$ cat config.mk
export PLATFORM = sky130hd
export DESIGN_NAME = gpma_ram
export DESIGN_NICKNAME = d
export VERILOG_FILES = /design/src/rtl/gpma_ram.sv
export SDC_FILE = /design/constraint.sdc
export NUM_CORES = 1
export LEC_CHECK = 0
export BUFFER_PORTS_ARGS = -buffer_cell sky130_fd_sc_hd__buf_2
export CAP_MARGIN = 10
export CORE_AREA = 2 2 117 119
export CTS_CLUSTER_SIZE = 24
export DETAILED_ROUTE_END_ITERATION = 8
export DIE_AREA = 0 0 119 121
export RECOVER_POWER = 50
export SYNTH_ARGS = -nofsm -noshare
export SYNTH_HDL_FRONTEND = slang
export SYNTH_SLANG_ARGS = --single-unit
$ cat constraint.sdc
create_clock -name clk -period 4.4 [get_ports clk]
set_clock_uncertainty 0.05 [all_clocks]
set_input_delay 0.22 -clock clk [delete_from_list [all_inputs] [get_ports clk]]
set_output_delay 0.22 -clock clk [all_outputs]
set_load 0.02 [all_outputs]
$ cat src/rtl/gpma_ram.sv
// Generic single-port-write, registered-read RAM.
// No dependencies.
`default_nettype none

module gpma_ram #(
  parameter int WIDTH = 8,
  parameter int DEPTH = 16,
  localparam int AW = (DEPTH > 1) ? $clog2(DEPTH) : 1
) (
  input  wire logic             clk,
  input  wire logic             we,
  input  wire logic [AW-1:0]    waddr,
  input  wire logic [WIDTH-1:0] wdata,
  input  wire logic [AW-1:0]    raddr,
  output logic      [WIDTH-1:0] rdata
);

  logic [WIDTH-1:0] mem [DEPTH];

  always_ff @(posedge clk) begin
    if (we) begin
      mem[waddr] <= wdata;
    end
    rdata <= mem[raddr];
  end

endmodule

`default_nettype wire

After elaboration in Yosys (flattened, before gate mapping)
Memories as Yosys holds them, arrays and structs flattened. A register that Yosys moved wholly into a read port is not among the register bits.
Cells that the tools add are included.

storage, ports and cells
  register bits after elaboration = 0
  memory bits (writable) = 128
  input bits = 18
  output and inout port bits = 8
  word-level logic and storage cells = 3
  memories kept = 1

operators by class
  muxes and demuxes = 2

memories
  name  depth  bits a word  rd ports  clocked after memory_dff  write ports  line  source
  mem   16     8            1         1                         1            18    logic [WIDTH-1:0] mem [DEPTH];

operator list
  operator  number
  $mux W1   2

Logic depth before layout (Yosys ltp)
Gate-level depths: netlist of the first run.

  depth in word-level cells = 2
  mapped depth = 5
  depth with buffers taken out = 3

Worst setup path before layout of the first run
OpenSTA, ideal clock, no wires.

  path type = input-to-reg
  start = input port waddr[2]
  end = memory mem[0][0], enable pin
  setup time = 383 ps
  arrival time = 1330 ps
  data required time = 3967 ps
  setup slack = 2637 ps
  stages = 2
  path buffers = 0
  cells stage by stage = or3b_2 nor3_1

RTL lines
  element          line  source
  start, declared  12    input wire logic [AW-1:0] waddr,
  end, declared    18

Straight into the memory's write port.

==> results of run 1 <==
## stage by stage
stage	worst slack (ps)	instance area [µm²]	power, mW	std cells
floorplan	2640	5150	1.57	229
global placement	2060	5420	1.62	421
detailed placement	2080	5430	1.62	422
CTS	2490	6090	3.17	454
global route	2420	6080	3.24	454
finish	2540	6080	3.14	454
## how the worst max path moves through the flow
| stage | startpoint | to | slack, ps | cells past startpoint |
|---|---|---|---|---|
| finish | raddr[0] | rdata[4] | 2540 | 4 |
| global route | raddr[0] | rdata[2] | 2420 | 4 |
| global placement | waddr[2] | mem[0][4] | 2060 | 3 |
| detailed placement | raddr[0] | rdata[4] | 2080 | 4 |
| CTS | raddr[0] | rdata[4] | 2490 | 4 |
| floorplan | waddr[2] | mem[0][0] | 2640 | 2 |
## cells by family (layout without fill, tap and decap cells)
family	count (synthesis)	count (layout)	share of synthesized area
DFF	136	136	0.778
and+or+nand+nor	35	35	0.0318
muxes	32	32	0.150
AOI/OAI and AO/OA	16	16	0.0233
buffers and inverters	10	59	0.0168
## registers in the layout (all words and copies together) (netlist names)
name	cells
mem	128
rdata	8
## cell usage in the layout (no fill, tap or decap), types with 8 or more instances in the layout
master,Yosys,final
edfxtp_1,128,128
clkbuf_1,0,10
a22oi_1,16,16
nor2_1,13,13
buf_2,3,17
mux4_2,18,18
nand2_1,9,9
mux4_1,14,14
clkbuf_16,0,17
dfxtp_1,8,8
## area by class of cell
cell class | instances | share of cell area
Sequential cell | 136 | 0.659
Clock inverter | 12 | 0.0323
Clock buffer | 20 | 0.0768
Multi-Input combinational cell | 83 | 0.176
Tap cell | 176 | 0.0362
Timing Repair Buffer | 27 | 0.0202
## report_power, final
part | total, mW | switching [mW] | internal [mW]
logic | 0.133 | 0.0821 | 0.0504
registers | 1.46 | 0.00900 | 1.45
clock network | 1.55 | 0.504 | 1.05
## critical path, stage by stage
cell and delay, ps:
buf_2 800, mux4_1 660, a22oi_1 310, nand2_1 80
## metal layers
| layer | vias to the layer above | global-route usage | share of wire |
|---|---|---|---|
| met2 | 50 | 0.235 | 0.49 |
| met4 | 0 | 0.0692 | 0.019 |
| li1 | 1047 | - | - |
| met1 | 1236 | 0.193 | 0.46 |
| met5 | - | 0 | 0 |
| met3 | 12 | 0.0376 | 0.031 |
==> results.cfg, run 1 <==
[outcome]
status = finished, final reports clean

[finish]
synthToLayoutAreaGrowth_pct = 18.1
final_util = 0.464
antenna_cells = 0
final_nets = 283
regArea_um2 = 4000
drive_above_1_share = 0.248
fill_cells = 1091
multi_input_area_um2 = 1070

[synth]
synth_top_cell_by_area = edfxtp_1
synthCells = 229
yosys_most_used_dff = edfxtp_1
async_flop_share = 0
synth-seq-cells = 136
syn_nets = 247
synth-seq-area-share = 0.778
synth.avg_cell_area_um2 = 22.5
synthTopCellsByArea = edfxtp_1, mux4_2, mux4_1
synth.most_common_cell = edfxtp_1
yosysWarnings = 0
netlist_area_um2 = 5150
netlist.area_leader.share = 0.747
synth_edf_count = 128
synthTopCellsByCount = edfxtp_1, mux4_2, a22oi_1
yosysUniqueCellTypes = 19

[clocking]
cts.path.max_buffers = 2
htree_levels = 4
ctsResizeCount = 0
clkSlewWorstSetupHoldPaths_ps = 50
clk_latency_ps = 410
numCtsBuffers = 17
clkSinkCount = 136
cts_hold_buf = 0
cts_root_buf = clkbuf_16
cts_setup_buffers = 0
cts_tree = yes

[worst_hold_path]
worstHoldPathCells = 2
holdCritPathClass = in2reg
min-delay-start = waddr[0]
hold_path_end = mem[0][1]

[critical_path]
ff2ff_path_depth = 3
worstPathMaxFanout = 32
timing.rr.end = rdata[4]
r2r_start = mem[9][4]
rrSetupSlack_ps = 2980
cp-end-kind = flop
startpoint_type = input pin
critPathArrivalTime_ps = 2100
crit_required_ps = 4640
crit_type = in2reg

[floorplan]
start_util = 0.393
io_pins = 26
dieArea_um2 = 14400
core_area_um2 = 13100
num_rows = 42
die_x_um = 119
die_h_um = 121

[routing]
drt_pass1_iterations = 4
finalWirelength_um = 9620
wl_per_cell_um = 21.2
route.vias.total = 2345
routed_via_density = 5.17
first_iter_violations = 221
drc = 0
detail-route-antenna-nets = 0

[global_routing]
grt.overflow.total = 0
grtUsageTotal = 0.148
grt_antenna_before_repair = 0
grt_pass1_wl_um = 15000
grt_pass1_vias = 2414
grt_max_degree = 33

[sta]
hold_viol_final = 0
finalSetupTns_ps = 0
fin_crit_ps = 1860
max_freq_ghz = 0.538
slew_headroom = 0.271
fin_crit_sh = 0.423
tightest_slew_ps = 1090
maxSlewViolCount = 0
rsz0062_at_grt = false
holdWs_ps = 221
setup_viol = 0

[power]
ir_drop_mv = 0.273
power_density_nw_per_um2 = 517
leakage_nw = 2.00

[placed_design]
port_buffers = 25
gp_congestion = 0.695
dp_hpwl_um = 5970

[flow_run]
maxCapViolCount = 0
Note: power is estimated with default switching activity, not from simulation.
==> inputs of run 2 (changes only) <==
clock period = 1.9 ns   (was 4.4 ns; I/O delays follow)
==> run 2 against run 1 <==
Wire length increased by 0.67%. Clock-buffer cell count decreased by 2. Largest power group unchanged. Sequential power rose by 130%. Clock power grew 120%. Non-clock buffer count grew 19. Core utilization up 1.1 points. Sequential share of layout area shrank 1.5 points. Total power increased by 130%. Setup slack got worse by 2100 ps. Hold slack worse by 50 ps. Cell count rose by 4.2%.
==> results.cfg, run 2 (synthesis results as in run 1) <==
[critical_path]
critPathArrivalTime_ps = 1660
rrSetupSlack_ps = 480
crit_path_start = mem[2][4]
worstPathMaxFanout = 1
cp-end-kind = flop
ff2ff_path_depth = 3
startpoint_type = flop
crit_required_ps = 2140
crit_type = reg2reg
r2r_start = mem[2][4]
endpoint = rdata[4]
timing.rr.end = rdata[4]

[clocking]
clkSlewWorstSetupHoldPaths_ps = 60
clkSinkCount = 136
htree_levels = 4
cts_setup_buffers = 0
cts_tree = yes
cts_hold_buf = 0
cts.path.max_buffers = 2
clk_latency_ps = 410
ctsResizeCount = 0
cts_root_buf = clkbuf_16
numCtsBuffers = 17

[worst_hold_path]
holdCritPathClass = in2reg

[routing]
route.vias.total = 2429
wl_per_cell_um = 20.5
drc = 0
drt_pass1_iterations = 4
detail-route-antenna-nets = 0
finalWirelength_um = 9690
routed_via_density = 5.14
first_iter_violations = 258

[floorplan]
num_rows = 42
core_area_um2 = 13100
die_x_um = 119
io_pins = 26
dieArea_um2 = 14400
die_h_um = 121
start_util = 0.393

[placed_design]
pre_cts_slack_ps = 348
port_buffers = 25
gp_congestion = 0.749
place_area_um2 = 5600
dp_hpwl_um = 6150

[sta]
rsz0062_at_grt = false
holdWs_ps = 172
maxSlewViolCount = 0
slew_headroom = 0.552
fin_ws_ps = 477
tightest_slew_ps = 672
hold_viol_final = 0
fin_crit_ps = 1420
fin_crit_sh = 0.749
setup_viol = 0
max_freq_ghz = 0.703
finalSetupTns_ps = 0

[finish]
synthToLayoutAreaGrowth_pct = 20.8
final_cell_mix = edfxtp_1, mux4_2, clkbuf_16, buf_4
largest-register = mem
drive_above_1_share = 0.283
antenna_cells = 0
largest_reg_flops = 128
layout_commonest_cell = edfxtp_1
fill_cells = 1058
reg.largest.list = mem x128, rdata x8
final_nets = 302
design_area_um2 = 6220

[outcome]
status = finished, final reports clean

[power]
leakage_nw = 2.09
power.switching_mw = 1.37
ir_drop_mv = 0.634
clkPwrFrac = 0.484
power_density_nw_per_um2 = 1150
pwr-share-comb = 0.046
seq_power_share = 0.470
p_int_mw = 5.81
p_sw_frac = 0.191

[global_routing]
met2_usage = 0.252
use_met3 = 0.0371
grt_pass1_vias = 2585
grt_pass1_wl_um = 15100
grtUsageTotal = 0.149
grt_use_met1 = 0.180
grt.overflow.total = 0
grt_max_degree = 24
grt_antenna_before_repair = 0
grt_busiest_layer = met2

[flow_run]
maxCapViolCount = 0
-- run 2: cell count changes in the layout (fill, tap and decap cells not counted), sizes merged --
cell,before,now
clkbuf,30,28
inv,0,1
clkinvlp,2,3
buf,17,36
-- run 2: worst max-delay path, cell delays in order, from the launching register on --
cell and delay (ps):
edfxtp_1 360, mux4_2 480, a22oi_1 320, nand2_1 100
-- run 2: worst min-delay path by stage --
stage | start | endpoint | depth (start not counted)
after floorplan | wdata[0] | mem[0][0] | 0
after global placement | wdata[6] | mem[6][6] | 1
after detailed placement | wdata[7] | mem[4][7] | 1
after CTS | wdata[1] | mem[6][1] | 1
after global routing | wdata[1] | mem[6][1] | 1
final | wdata[1] | mem[6][1] | 1
-- run 2: layout make-up --
type	instances	area (µm²)	share of cell area
clock buffers	18	429	0.0690
clock inverters	14	204	0.0328
multi-input cells	83	1060	0.170
flip-flops and latches	136	4000	0.644
well taps	176	220	0.0354
repair buffers	46	305	0.0491
-- run 2: per-stage QoR --
step	total power, mW	utilization	cells
after floorplan	3.63	-	229
after global placement	3.76	0.428	441
after detailed placement	3.77	0.428	441
after CTS	7.24	0.476	473
after global routing	7.40	0.475	473
final	7.18	0.475	473
-- run 2: routing by layer --
| metal | vias to the layer above | routed length [µm] |
|---|---|---|
| met1 | 1285 | 4240 |
| li1 | 1085 | - |
| met3 | 12 | 311 |
| met4 | 0 | 152 |
| met2 | 47 | 4980 |
| met5 | - | 0 |
-- run 2: power by group through the flow --
stage / registers, mW / clock network, mW / logic [mW]
6_report: 3.37 / 3.48 / 0.330
5_1_grt: 3.38 / 3.66 / 0.359
3_3_place_gp: 3.43 / 0 / 0.329
3_5_place_dp: 3.44 / 0 / 0.335
2_1_floorplan: 3.46 / 0 / 0.170
4_1_cts: 3.38 / 3.52 / 0.338
==> inputs of run 3 (changes only) <==
clock period = 1.3 ns   (was 1.9 ns; I/O delays follow)
==> run 3 against run 2 <==
The run now ends with negative setup slack left. Non-clock buffer count increased by 13. Design area is 1.5% higher. Register-to-register slack got worse by 500 ps. Combinational power up 63%. Hold slack worse by 11 ps. Clock power up 37%. Sequential power is 47% higher. Sequential share of layout area shrank 0.94 points. Critical path type unchanged. Largest cell class unchanged. Highest routed layer unchanged.
==> results.cfg, run 3 (synthesis results as in run 1) <==
[floorplan]
start_util = 0.393
die_h_um = 121
dieArea_um2 = 14400
num_rows = 42
core_area_um2 = 13100
die_x_um = 119
io_pins = 26

[finish]
synthToLayoutAreaGrowth_pct = 22.6
largest_reg_flops = 128
drive_above_1_share = 0.327
finalNonFillerCells = 485
largest-register = mem
design_area_um2 = 6310
final_nets = 315
antenna_cells = 0
reg.largest.list = mem x128, rdata x8
layout_commonest_cell = edfxtp_1
final_cell_mix = edfxtp_1, mux4_2, buf_4, clkbuf_16, buf_2

[critical_path]
startpoint_type = flop
crit_required_ps = 1540
cp-end-kind = flop
max_stage_delay_ps = 480
crit_type = reg2reg
critPathArrivalTime_ps = 1560
worstPathCellList = mux4_2 -> a22oi_2 -> nand2_1
cpMaxStageDelayCell = mux4_2
worstPathMaxFanout = 1

[power]
leakage_nw = 2.09
power_density_nw_per_um2 = 1620
ir_drop_mv = 0.934
power_mw = 10.3

[routing]
detail-route-antenna-nets = 0
wl_per_cell_um = 20.6
drc = 0
finalWirelength_um = 10000
routed_via_density = 5.06
drt_pass1_iterations = 6
first_iter_violations = 306
route.vias.total = 2453

[sta]
hold_viol_final = 0
holdWs_ps = 160
tightest_slew_ps = 891
rsz0062_at_grt = true
slew_headroom = 0.404
fin_crit_ps = 1320
fin_crit_sh = 1.02
max_freq_ghz = 0.756
maxSlewViolCount = 0
setup_viol = 5
fin_ws_ps = -22.2

[global_routing]
grt_pass1_wl_um = 15300
grt.overflow.total = 0
grt_max_degree = 23
grt_antenna_before_repair = 0
grtUsageTotal = 0.151
grt_pass1_vias = 2522

[placed_design]
place_area_um2 = 5670
port_buffers = 25
dp_hpwl_um = 6520
gp_congestion = 0.730
dpl.cell_count = 446
pre_cts_slack_ps = -272

[clocking]
cts_tree = yes
clkSlewWorstSetupHoldPaths_ps = 50
clk_latency_ps = 410
numCtsBuffers = 17
clkSinkCount = 136
cts_setup_buffers = 0
cts_root_buf = clkbuf_16
cts.path.max_buffers = 2
htree_levels = 4

[flow_run]
maxCapViolCount = 0

[worst_hold_path]
holdCritPathClass = in2reg

[outcome]
failed_checks = negative setup slack
status = finished, violations left
-- run 3: per-stage QoR --
stage	utilization	TNS (ps)
2_1_floorplan	-	-2460
3_3_place_gp	0.433	-3390
4_1_cts	0.485	-120
6_report	0.482	-66.5
5_1_grt	0.482	-447
3_5_place_dp	0.433	-3880
-- run 3: routing by layer --
layer  wire, µm  global-route usage  share of wire  up-vias
met4        216              0.0729          0.022        0
met5          0                   0              0        -
met3        335              0.0357          0.034       18
li1           -                   -              -     1100
met1       4420               0.196           0.44     1293
met2       5030               0.242           0.50       42
-- run 3: cell type report --
type                       instances  area [µm²]
sequential                       136        4000
timing repair buffer              59         425
multi-input combinational         83        1070
fill                            1077        6770
clock buffer                      18         429
clock inverter                    13         160
tap                              176         220
-- run 3: final timing paths --
path,start,to,slack (ps),depth (start not counted)
max,mem[8][1],rdata[1],-20,3
min,waddr[0],mem[8][2],160,3
max reg2reg,mem[8][1],rdata[1],-20,3
min reg2reg,mem[14][0],rdata[0],610,3
-- run 3: report_power, final --
| part | total [mW] | internal [mW] | switching, mW |
|---|---|---|---|
| Sequential | 4.94 | 4.91 | 0.0324 |
| Combinational | 0.537 | 0.236 | 0.301 |
| Clock | 4.77 | 3.14 | 1.63 |
| Total | 10.3 | 8.29 | 1.97 |
-- run 3: timing repair --
action,4_1_cts,5_1_grt
setup endpoints to repair,8,8
hold buffers,8,0
pin swaps,6,1
resized for setup,13,3
endpoints found under the hold margin,94,0
-- run 3: worst max-delay path, delay by kind of cell, from the launching register on --
| kind | cells | cell delay (ps) |
|---|---|---|
| AO/OA/AOI/OAI | 1 | 220 |
| flip-flops | 1 | 370 |
| multiplexers | 1 | 480 |
| AND/OR/NAND/NOR | 1 | 80 |
