--- src/rtl/gpma_sdiv.sv ---
// Bit-serial signed divider: one quotient bit per cycle, truncating toward zero.
// No dependencies.
`default_nettype none

module gpma_sdiv #(
  parameter int SW = 42,
  parameter int CW = 10
) (
  input  wire logic                 clk,
  input  wire logic                 rst,
  input  wire logic                 start,
  input  wire logic signed [SW-1:0] dividend,
  input  wire logic [CW-1:0]        divisor,
  output logic                      done,
  output logic signed [SW-1:0]      quotient
);

  localparam int NW = $clog2(SW + 1);

  logic [SW-1:0] q;
  logic [CW-1:0] r;
  logic          neg;
  logic          busy;
  logic [NW-1:0] cnt;

  logic [CW:0] r_sh;
  logic [CW:0] diff;

  assign r_sh = {r, q[SW-1]};
  assign diff = r_sh - {1'b0, divisor};
  assign done = busy && (cnt == NW'(1));
  assign quotient = neg ? -$signed(q) : $signed(q);

  always_ff @(posedge clk) begin
    if (rst) begin
      busy <= 1'b0;
      cnt  <= '0;
    end else if (start) begin
      busy <= 1'b1;
      cnt  <= NW'(SW);
    end else if (busy) begin
      cnt  <= cnt - NW'(1);
      busy <= (cnt != NW'(1));
    end
  end

  always_ff @(posedge clk) begin
    if (start) begin
      neg <= dividend[SW-1];
      q   <= dividend[SW-1] ? -dividend : dividend;
      r   <= '0;
    end else if (busy) begin
      if (!diff[CW]) begin
        r <= diff[CW-1:0];
        q <= {q[SW-2:0], 1'b1};
      end else begin
        r <= r_sh[CW-1:0];
        q <= {q[SW-2:0], 1'b0};
      end
    end
  end

endmodule

`default_nettype wire

--- config.mk ---
export PLATFORM = sky130hd
export DESIGN_NAME = gpma_sdiv
export DESIGN_NICKNAME = d
export VERILOG_FILES = /design/src/rtl/gpma_sdiv.sv
export SDC_FILE = /design/constraint.sdc
export NUM_CORES = 1
export LEC_CHECK = 0
export ABC_CLOCK_PERIOD_IN_PS = 4990
export BUFFER_PORTS_ARGS = -buffer_cell sky130_fd_sc_hd__buf_2
export CAP_MARGIN = 10
export CORE_UTILIZATION = 25
export CTS_BUF_LIST = sky130_fd_sc_hd__clkbuf_8 sky130_fd_sc_hd__clkbuf_16
export CTS_CLUSTER_DIAMETER = 40
export DETAILED_ROUTE_END_ITERATION = 8
export PLACE_DENSITY = 0.41
export SYNTH_ARGS = -nofsm -noshare
export SYNTH_HDL_FRONTEND = slang
export SYNTH_SLANG_ARGS = --single-unit
--- constraint.sdc ---
create_clock -name clk -period 4.99 [get_ports clk]
set_input_delay 0 -clock clk [delete_from_list [all_inputs] [get_ports clk]]
set_output_delay 0 -clock clk [all_outputs]
set_load 0.05 [all_outputs]
* Word level (Yosys, flattened, before mapping)
Cells that the tools add are included.
** Word-level totals
- Logic and storage cells :: 25
- Bits of input ports :: 55
- Register bits :: 60
- Output and inout port bits :: 43
** Operators by class
- Add/subtract/negate cells :: 4
- Mux-type cells :: 10
- Reduce and logical (&&, ||, !) cells :: 3
- Equal/unequal tests :: 2
** Operators by type and width (count)
- 2-to-1 mux 42 bit :: 4
- negator 42 bit :: 2
- 2-to-1 mux 6 bit :: 2
- subtractor 11 x 10 -> 11 bit :: 1
- 2-to-1 mux 10 bit :: 1
- == test 6 x 1 -> 1 bit, second input constant :: 1
- inequality test 6 x 1 -> 1 bit, second input constant :: 1
- subtractor 6 x 1 -> 6 bit, second input constant :: 1
- 2-to-1 mux 1 bit :: 3
- nonzero test 2 bit :: 1
- OR reduction 2 bit :: 1
- logical AND 1 bit :: 1

* Depth between registers and ports, before layout
Gate-level depths: netlist of run 1.
- Word-level depth :: 4
- Mapped depth :: 11
- Gate-level depth less buffers :: 10

* Worst setup path after synthesis of run 1
No wires, ideal clock.
- Path type :: flip-flop to output port
- Start point :: register q[14]
- End point :: output quotient[35]
- Stages on the path, launching flop included :: 9
- Required time :: 4.990 ns
- Slack :: 1.750 ns
- Buffers on the path :: 2
- Arrival :: 3.240 ns
- Path through :: edfxtp_1 or4_4 or4_4 or4_4 buf_6 or3_1 buf_6 o41ai_4 xnor2_1
** Between the ends
- Longest elaborated chain between the ends :: 2
** Ends and longest elaborated chain
- start: declaration :: line 20 : logic [SW-1:0] q;
- start signal: assignment :: line 50 : q <= dividend[SW-1] ? -dividend : dividend;
- start signal: assignment :: line 55 : q <= {q[SW-2:0], 1'b1};
- start signal: assignment :: line 58 : q <= {q[SW-2:0], 1'b0};
- negator 42 bit :: line 32 : assign quotient = neg ? -$signed(q) : $signed(q);
- 2-to-1 mux 42 bit :: line 32
- end: declaration :: line 15 : output logic signed [SW-1:0] quotient
Every way passes these cells.

* Worst setup path after layout of run 1
- Start point :: register q[15]
- End point :: output quotient[35]
Same word-level chain as after synthesis.

==> run metrics, run 1 <==
CTS tree built; Clk pin slew, worst setup/hold paths 0.06 ns; post-layout min period 3.554 ns; Final period util 0.7122; Switching Fraction 0.3906; wire per inst 15.36 µm; Hold Crit Start dividend[39]; Mapped Area 4866 µm²; Yosys reg bits 60; vias in the first global route 4,276; Post-CTS Resized 0; syn_nets 637; MaxCap Viol Count 0; status finished, final reports clean; input/output buffers 97; Worst Tran Pin Value 1.000 ns; Combinational Power Share 0.349; Setup TNS Final 0 ns; Ys Warns 0; Sw Pwr 0.7619 mW; num rows 50; HP Class in -> reg; fill count 2,057; Critical Path RT 4.99 ns; CP arrival 3.55 ns; # setup viols final 0; # H-tree levels 3; Setup Slack @ Placement 1.783 ns; CP Buf/Inv Count 1; internal power 1.189 mW; Clock Skews 0.008056 ns; Rel. slew slack 0.3333; post-route core utilization 0.3107; Die Y 141.5 µm; fmax 281.4 MHz; syn_area_per_cell 8.582 µm²; Post-CTS Setup Inserts 0; clock tree buffer depth 2; GR Util All Layers 0.1444; Final GP Congestion 0.8146; Reg power frac 0.344; fin cells 915; initial antenna violation count 0; Post-synth EDFFs 43; cell with the most instances on the worst path or4_4; final hold viol count 0; Area Growth Syn to Fin 20.65%; Initial Util 0.2575; Overflow after GRT 0; critical path peak fanout 6; DRT iter0 DRCs 179; first-pass GRT wire length 22.35 mm; Crit path max-delay family simple AND/OR/NAND/NOR gates; n_diodes 0; top_reg_cell synth edfxtp_1; Vias/cell 4.825; CTS sink count 60; Setup CP Type reg -> out; Worst path max stage delay 0.58 ns; most common cell after layout, fill and taps aside buf_2; Async SR Flop Fraction 0; Worst setup SP type register; Slew Viols, Final 0; reg2reg start q[41]; CTS Buf Count 9; antenna-violating nets left 0; WHS 0.06857 ns; final worst setup slack 1.436 ns; DRT Wirelength 14.05 mm; Clock Latency Late Sink 0.33 ns; vias 4,415; die extent in x 141.5 µm; crit path from q[15]; share of cells above drive strength 1 0.1954; Peak VDD IR 0.1782 mV; library cells used by synthesis 51; cells along the critical path or4_4 -> or4_4 -> or4_4 -> or3_1 -> o41ai_4 -> xnor2_1 -> buf_2; DRC 0; static leakage 2.222 nW; sequential fraction of the synthesis area 0.3353; RSZ-0062 raised after global routing false; clock tree root buffer cell clkbuf_16; sequential cell area 1632 µm²; Final HPWL DP 10.55 mm; commonest non-fill, non-tap cells in the layout buf_2 (97), nor2_1 (61), a21oi_1 (49); DP Cell Count 897; Pwr per Cell Area 332.2 nW/µm²; Mapped Cells 567; Layout Nets 720; Clock Power Share 0.307; multi-input logic area 3020 µm²; core footprint 18,890 µm²; CP Capture Type output port; largest net degree at the start of global routing 100; CP max stage cell or4_4; IO Pins 98; Pre-antenna DRT Iters 4; die footprint 20,030 µm²
-- layer usage --
metal / wire length, µm / vias up / part of all wire / global-route usage
met3: 658 / 11 / 0.047 / 0.03206
met2: 6471 / 99 / 0.46 / 0.2387
li1: - / 2252 / - / -
met5: 0 / - / 0 / 0
met1: 6754 / 2053 / 0.48 / 0.1882
met4: 166 / 0 / 0.012 / 0.04244
-- cells by family (layout without fill, tap and decap cells) --
group                      after synthesis  count (layout)  synth area share
buffers and inverters                   52             140           0.04397
and+or+nand+nor                        186             186            0.1936
DFF                                     60              60            0.3353
xor gates and xnor gates                90              90            0.1620
adders and majority gates               15              15           0.04011
muxes                                    7               7           0.01568
AOI/OAI and AO/OA                      157             157            0.2093
-- cell type report --
class | count | area share
clock buffers | 9 | 0.03836
well taps | 260 | 0.05541
clock inverters | 7 | 0.009165
inverters | 21 | 0.01343
repair buffers | 103 | 0.09122
flip-flops and latches | 60 | 0.2779
multi-input cells | 455 | 0.5145
-- per-stage QoR --
step                      instance area [µm²]  power [mW]
after CTS                                5871       1.979
after floorplan                          4866       1.183
final                                    5871       1.950
after global placement                   5572       1.363
after detailed placement                 5572       1.366
after global routing                     5871       2.055
-- worst register-to-register path: stages, from the launching register on --
cell	delay, ns
edfxtp_1	0.52
inv_1	0.10
ha_1	0.18
inv_1	0.06
fa_1	0.42
a21o_1	0.20
nand4_1	0.11
a21oi_1	0.16
nor3_1	0.62
o21ai_0	0.18
a311oi_1	0.29
-- what timing repair did --
action / 4_1_cts / 5_1_grt
endpoints found under the setup margin: 0 / 0
hold buffers: 2 / 0
hold endpoints to repair: 8 / 0
-- state kept, by name, indices dropped and copies added (netlist names) --
name / count
r: 10
busy: 1
neg: 1
cnt: 6
q: 42
-- path summary, 6_finish.rpt --
| path | endpoint | slack [ns] | depth (start not counted) |
|---|---|---|---|
| setup / recovery | quotient[35] | 1.44 | 7 |
| hold / removal | q[39] | 0.07 | 3 |
| setup reg to reg | r[0] | 2.06 | 10 |
| hold reg to reg | r[1] | 0.51 | 2 |
-- Yosys cell counts (2+ instances only) --
cell type	number	area [µm²]
a21o_1	5	37.54
xor2_1	46	402.9
o31ai_2	2	25.02
nand4_1	5	31.28
nand2b_1	6	37.54
o21ai_1	3	15.01
o41ai_1	13	113.9
a211oi_1	2	15.01
a311oi_1	7	61.31
inv_1	21	78.83
buf_6	2	22.52
mux2_2	5	56.30
buf_1	2	7.510
nor4_1	6	37.54
xnor2_1	44	385.4
clkbuf_1	26	97.59
edfxtp_1	43	1291
or2_2	5	31.28
and2_1	4	25.02
nand2_1	33	123.9
nand3b_1	2	15.01
or4_1	14	105.1
and4_1	2	17.52
nand3_1	13	65.06
o31a_1	2	17.52
a21oi_1	49	245.2
nor3_1	11	55.05
ha_1	14	175.2
a311o_1	2	20.02
o31ai_1	19	142.6
dfxtp_1	17	340.3
a32o_1	2	20.02
o21ai_0	41	205.2
o21a_1	3	22.52
mux2i_1	2	20.02
or3_1	13	81.33
nor2b_1	5	31.28
nor2_1	61	229.0
or4_4	3	33.78
-- power by group through the flow --
stage / clock (mW) / combinational [mW] / sequential, mW
2_1_floorplan: 0 / 0.528 / 0.655
3_3_place_gp: 0 / 0.682 / 0.680
3_5_place_dp: 0 / 0.684 / 0.682
4_1_cts: 0.620 / 0.688 / 0.671
5_1_grt: 0.636 / 0.737 / 0.682
6_report: 0.599 / 0.680 / 0.671
(Power assumes the default switching activity.)
==> inputs of run 2 (changes only) <==
--- a/config.mk
+++ b/config.mk
@@ -5,14 +5,14 @@
 export SDC_FILE = /design/constraint.sdc
 export NUM_CORES = 1
 export LEC_CHECK = 0
-export ABC_CLOCK_PERIOD_IN_PS = 4990
+export ABC_CLOCK_PERIOD_IN_PS = 3000
 export BUFFER_PORTS_ARGS = -buffer_cell sky130_fd_sc_hd__buf_2
 export CAP_MARGIN = 10
 export CORE_UTILIZATION = 25
 export CTS_BUF_LIST = sky130_fd_sc_hd__clkbuf_8 sky130_fd_sc_hd__clkbuf_16
 export CTS_CLUSTER_DIAMETER = 40
 export DETAILED_ROUTE_END_ITERATION = 8
-export PLACE_DENSITY = 0.41
+export PLACE_DENSITY = 0.42
 export SYNTH_ARGS = -nofsm -noshare
 export SYNTH_HDL_FRONTEND = slang
 export SYNTH_SLANG_ARGS = --single-unit
==> constraint.sdc (replaced) <==
create_clock -name clk -period 3 [get_ports clk]
set_input_delay 0 -clock clk [delete_from_list [all_inputs] [get_ports clk]]
set_output_delay 0 -clock clk [all_outputs]
set_load 0.05 [all_outputs]
==> run metrics, run 2 (synthesis gave the netlist of run 1 again) <==
status finished with violations; failing checks negative setup slack; input/output buffers 97 (unchanged); fin area 6316 µm² (+7.6%); Final GP Congestion 0.8133 (-0.16%); initial antenna violation count 1 (+1); Sw Pwr 1.295 mW (+70%); largest net degree at the start of global routing 90 (-10%); Final HPWL DP 11.15 mm (+5.8%); reg2reg start q[41]; commonest non-fill, non-tap cells in the layout buf_2 (85), nor2_1 (61), a21oi_1 (49); Rel. slew slack 0.2949 (-0.03836); Worst Tran Pin Value 1.058 ns (+0.05753 ns); # H-tree levels 3 (unchanged); core footprint 18,890 µm² (unchanged); first-pass GRT wire length 22.67 mm (+1.4%); max FFs per register 42 (unchanged); Setup Slack @ Placement -0.1563 ns (-1.939 ns); Final period util 1.100; Initial Util 0.2575 (unchanged); CTS Buf Count 9 (unchanged); Clock Power Share 0.295 (-0.012); Switching Fraction 0.3852 (-0.005432); post-route core utilization 0.3343 (+0.02358); post-layout min period 3.301 ns; die footprint 20,030 µm² (unchanged); HP Class in -> reg; clock tree root buffer cell clkbuf_16; DRC 0 (unchanged); vias in the first global route 4,401 (+2.9%); Critical Path RT 3.00 ns (-1.99 ns); wire per inst 15.08 µm (-1.8%); Placed Area 5843 µm² (+4.9%); internal power 2.068 mW (+74%); Layout Nets 754 (+4.7%); RSZ-0062 raised after global routing true; share of cells above drive strength 1 0.2587 (+0.06330); DP Cell Count 924 (+3.0%); MaxCap Viol Count 0 (unchanged); FF-to-FF setup slack 0.29 ns (-1.77 ns); Hold Path Depth 3 (unchanged); clock tree buffer depth 2 (unchanged); Overflow after GRT 0 (unchanged); Setup CP Type reg -> out; DRT Wirelength 14.31 mm (+1.9%); Regs by FF count q x42, r x10, cnt x6; CP Capture Type output port; fill count 2,083 (+1.3%); # setup viols final 11 (+11); DRT iter0 DRCs 242 (+35%); Peak VDD IR 0.3320 mV (+86%); Vias/cell 4.761 (-1.3%); most common cell after layout, fill and taps aside buf_2; num rows 50 (unchanged); fmax 302.9 MHz; Reg power frac 0.327 (-0.017); antenna-violating nets left 0 (unchanged); Hold Path End q[0]; Clock Skews 0.003116 ns (-0.004940 ns); fin cells 949 (+3.7%); Pwr per Cell Area 532.5 nW/µm² (+60%); final worst setup slack -0.3010 ns (-1.737 ns); GR Util All Layers 0.1450 (+0.0005735); Worst setup SP type register; static leakage 2.448 nW (+10%); vias 4,518 (+2.3%); r2r endpoint r[6]; Hold Crit Start dividend[0]; critical path peak fanout 5 (-1); Die Y 141.5 µm (unchanged); CTS sink count 60 (unchanged); Clock Latency Late Sink 0.33 ns (about the same); Area Growth Syn to Fin 29.80%; IO Pins 98 (unchanged); Combinational Power Share 0.378 (+0.029); final hold viol count 0 (unchanged); Slew Viols, Final 0 (unchanged); CTS tree built; worst reg-to-reg path cell count 10 (unchanged); Clk pin slew, worst setup/hold paths 0.05 ns (about the same); Pre-antenna DRT Iters 4 (unchanged); die extent in x 141.5 µm (unchanged); CP arrival 3.30 ns (-0.25 ns); largest reg by FF count q
## run 2: layout make-up
class / count / area (µm²) / share of cell area
clock buffers: 9 / 225.2 / 0.03566
inverters: 21 / 78.83 / 0.01248
flip-flops and latches: 60 / 1632 / 0.2583
clock inverters: 6 / 56.30 / 0.008914
multi-input cells: 455 / 3136 / 0.4964
repair buffers: 137 / 860.8 / 0.1363
diodes: 1 / 2.502 / 0.0003962
well taps: 260 / 325.3 / 0.05151
## run 2: critical path, cell delays in order (launching register included)
cell and delay, ns:
edfxtp_1 0.39, or4_4 0.55, or4_4 0.43, or4_4 0.51, or3_4 0.39, buf_4 0.16
o31ai_4 0.24, xnor2_2 0.14, buf_6 0.18
## run 2: power groups by stage
stage / Combinational, mW / Clock, mW / Sequential (mW)
6_report: 1.27 / 0.994 / 1.10
5_1_grt: 1.37 / 1.06 / 1.11
4_1_cts: 1.28 / 1.03 / 1.10
3_5_place_dp: 1.23 / 0 / 1.12
3_3_place_gp: 1.23 / 0 / 1.11
2_1_floorplan: 0.893 / 0 / 1.09
## run 2: worst max path at each step
stage,depth (start not counted),startpoint,to
final,8,q[15],quotient[37]
after floorplan,8,q[14],quotient[35]
after global routing,8,q[15],quotient[37]
after global placement,7,q[15],quotient[35]
after CTS,7,q[15],quotient[35]
after detailed placement,7,q[15],quotient[35]
## run 2: stage by stage
| step | hold slack (ns) | total power [mW] | setup TNS [ns] |
|---|---|---|---|
| 2_1_floorplan | 0.07238 | 1.986 | -0.1541 |
| 3_3_place_gp | 0.2665 | 2.342 | -0.2667 |
| 3_5_place_dp | 0.2788 | 2.348 | -0.5232 |
| 4_1_cts | 0.01999 | 3.402 | -2.162 |
| 5_1_grt | 0.04868 | 3.549 | -3.001 |
| 6_report | 0.01916 | 3.363 | -1.918 |
## run 2: timing repair
| action | CTS | global route |
|---|---|---|
| gates cloned | 0 | 0 |
| gates resized for setup | 23 | 8 |
| hold buffers | 1 | 0 |
| setup buffers | 6 | 2 |
| pin swaps | 3 | 3 |
| endpoints found under the setup margin | 12 | 14 |
| hold endpoints to repair | 7 | 0 |
## run 2: routing by layer
| layer | vias to the layer above | wire (µm) | GRT usage |
|---|---|---|---|
| li1 | 2328 | - | - |
| met1 | 2105 | 6562 | 0.1818 |
| met2 | 72 | 7079 | 0.2483 |
| met3 | 13 | 483 | 0.03071 |
| met4 | 0 | 189 | 0.04584 |
| met5 | - | 0 | 0 |
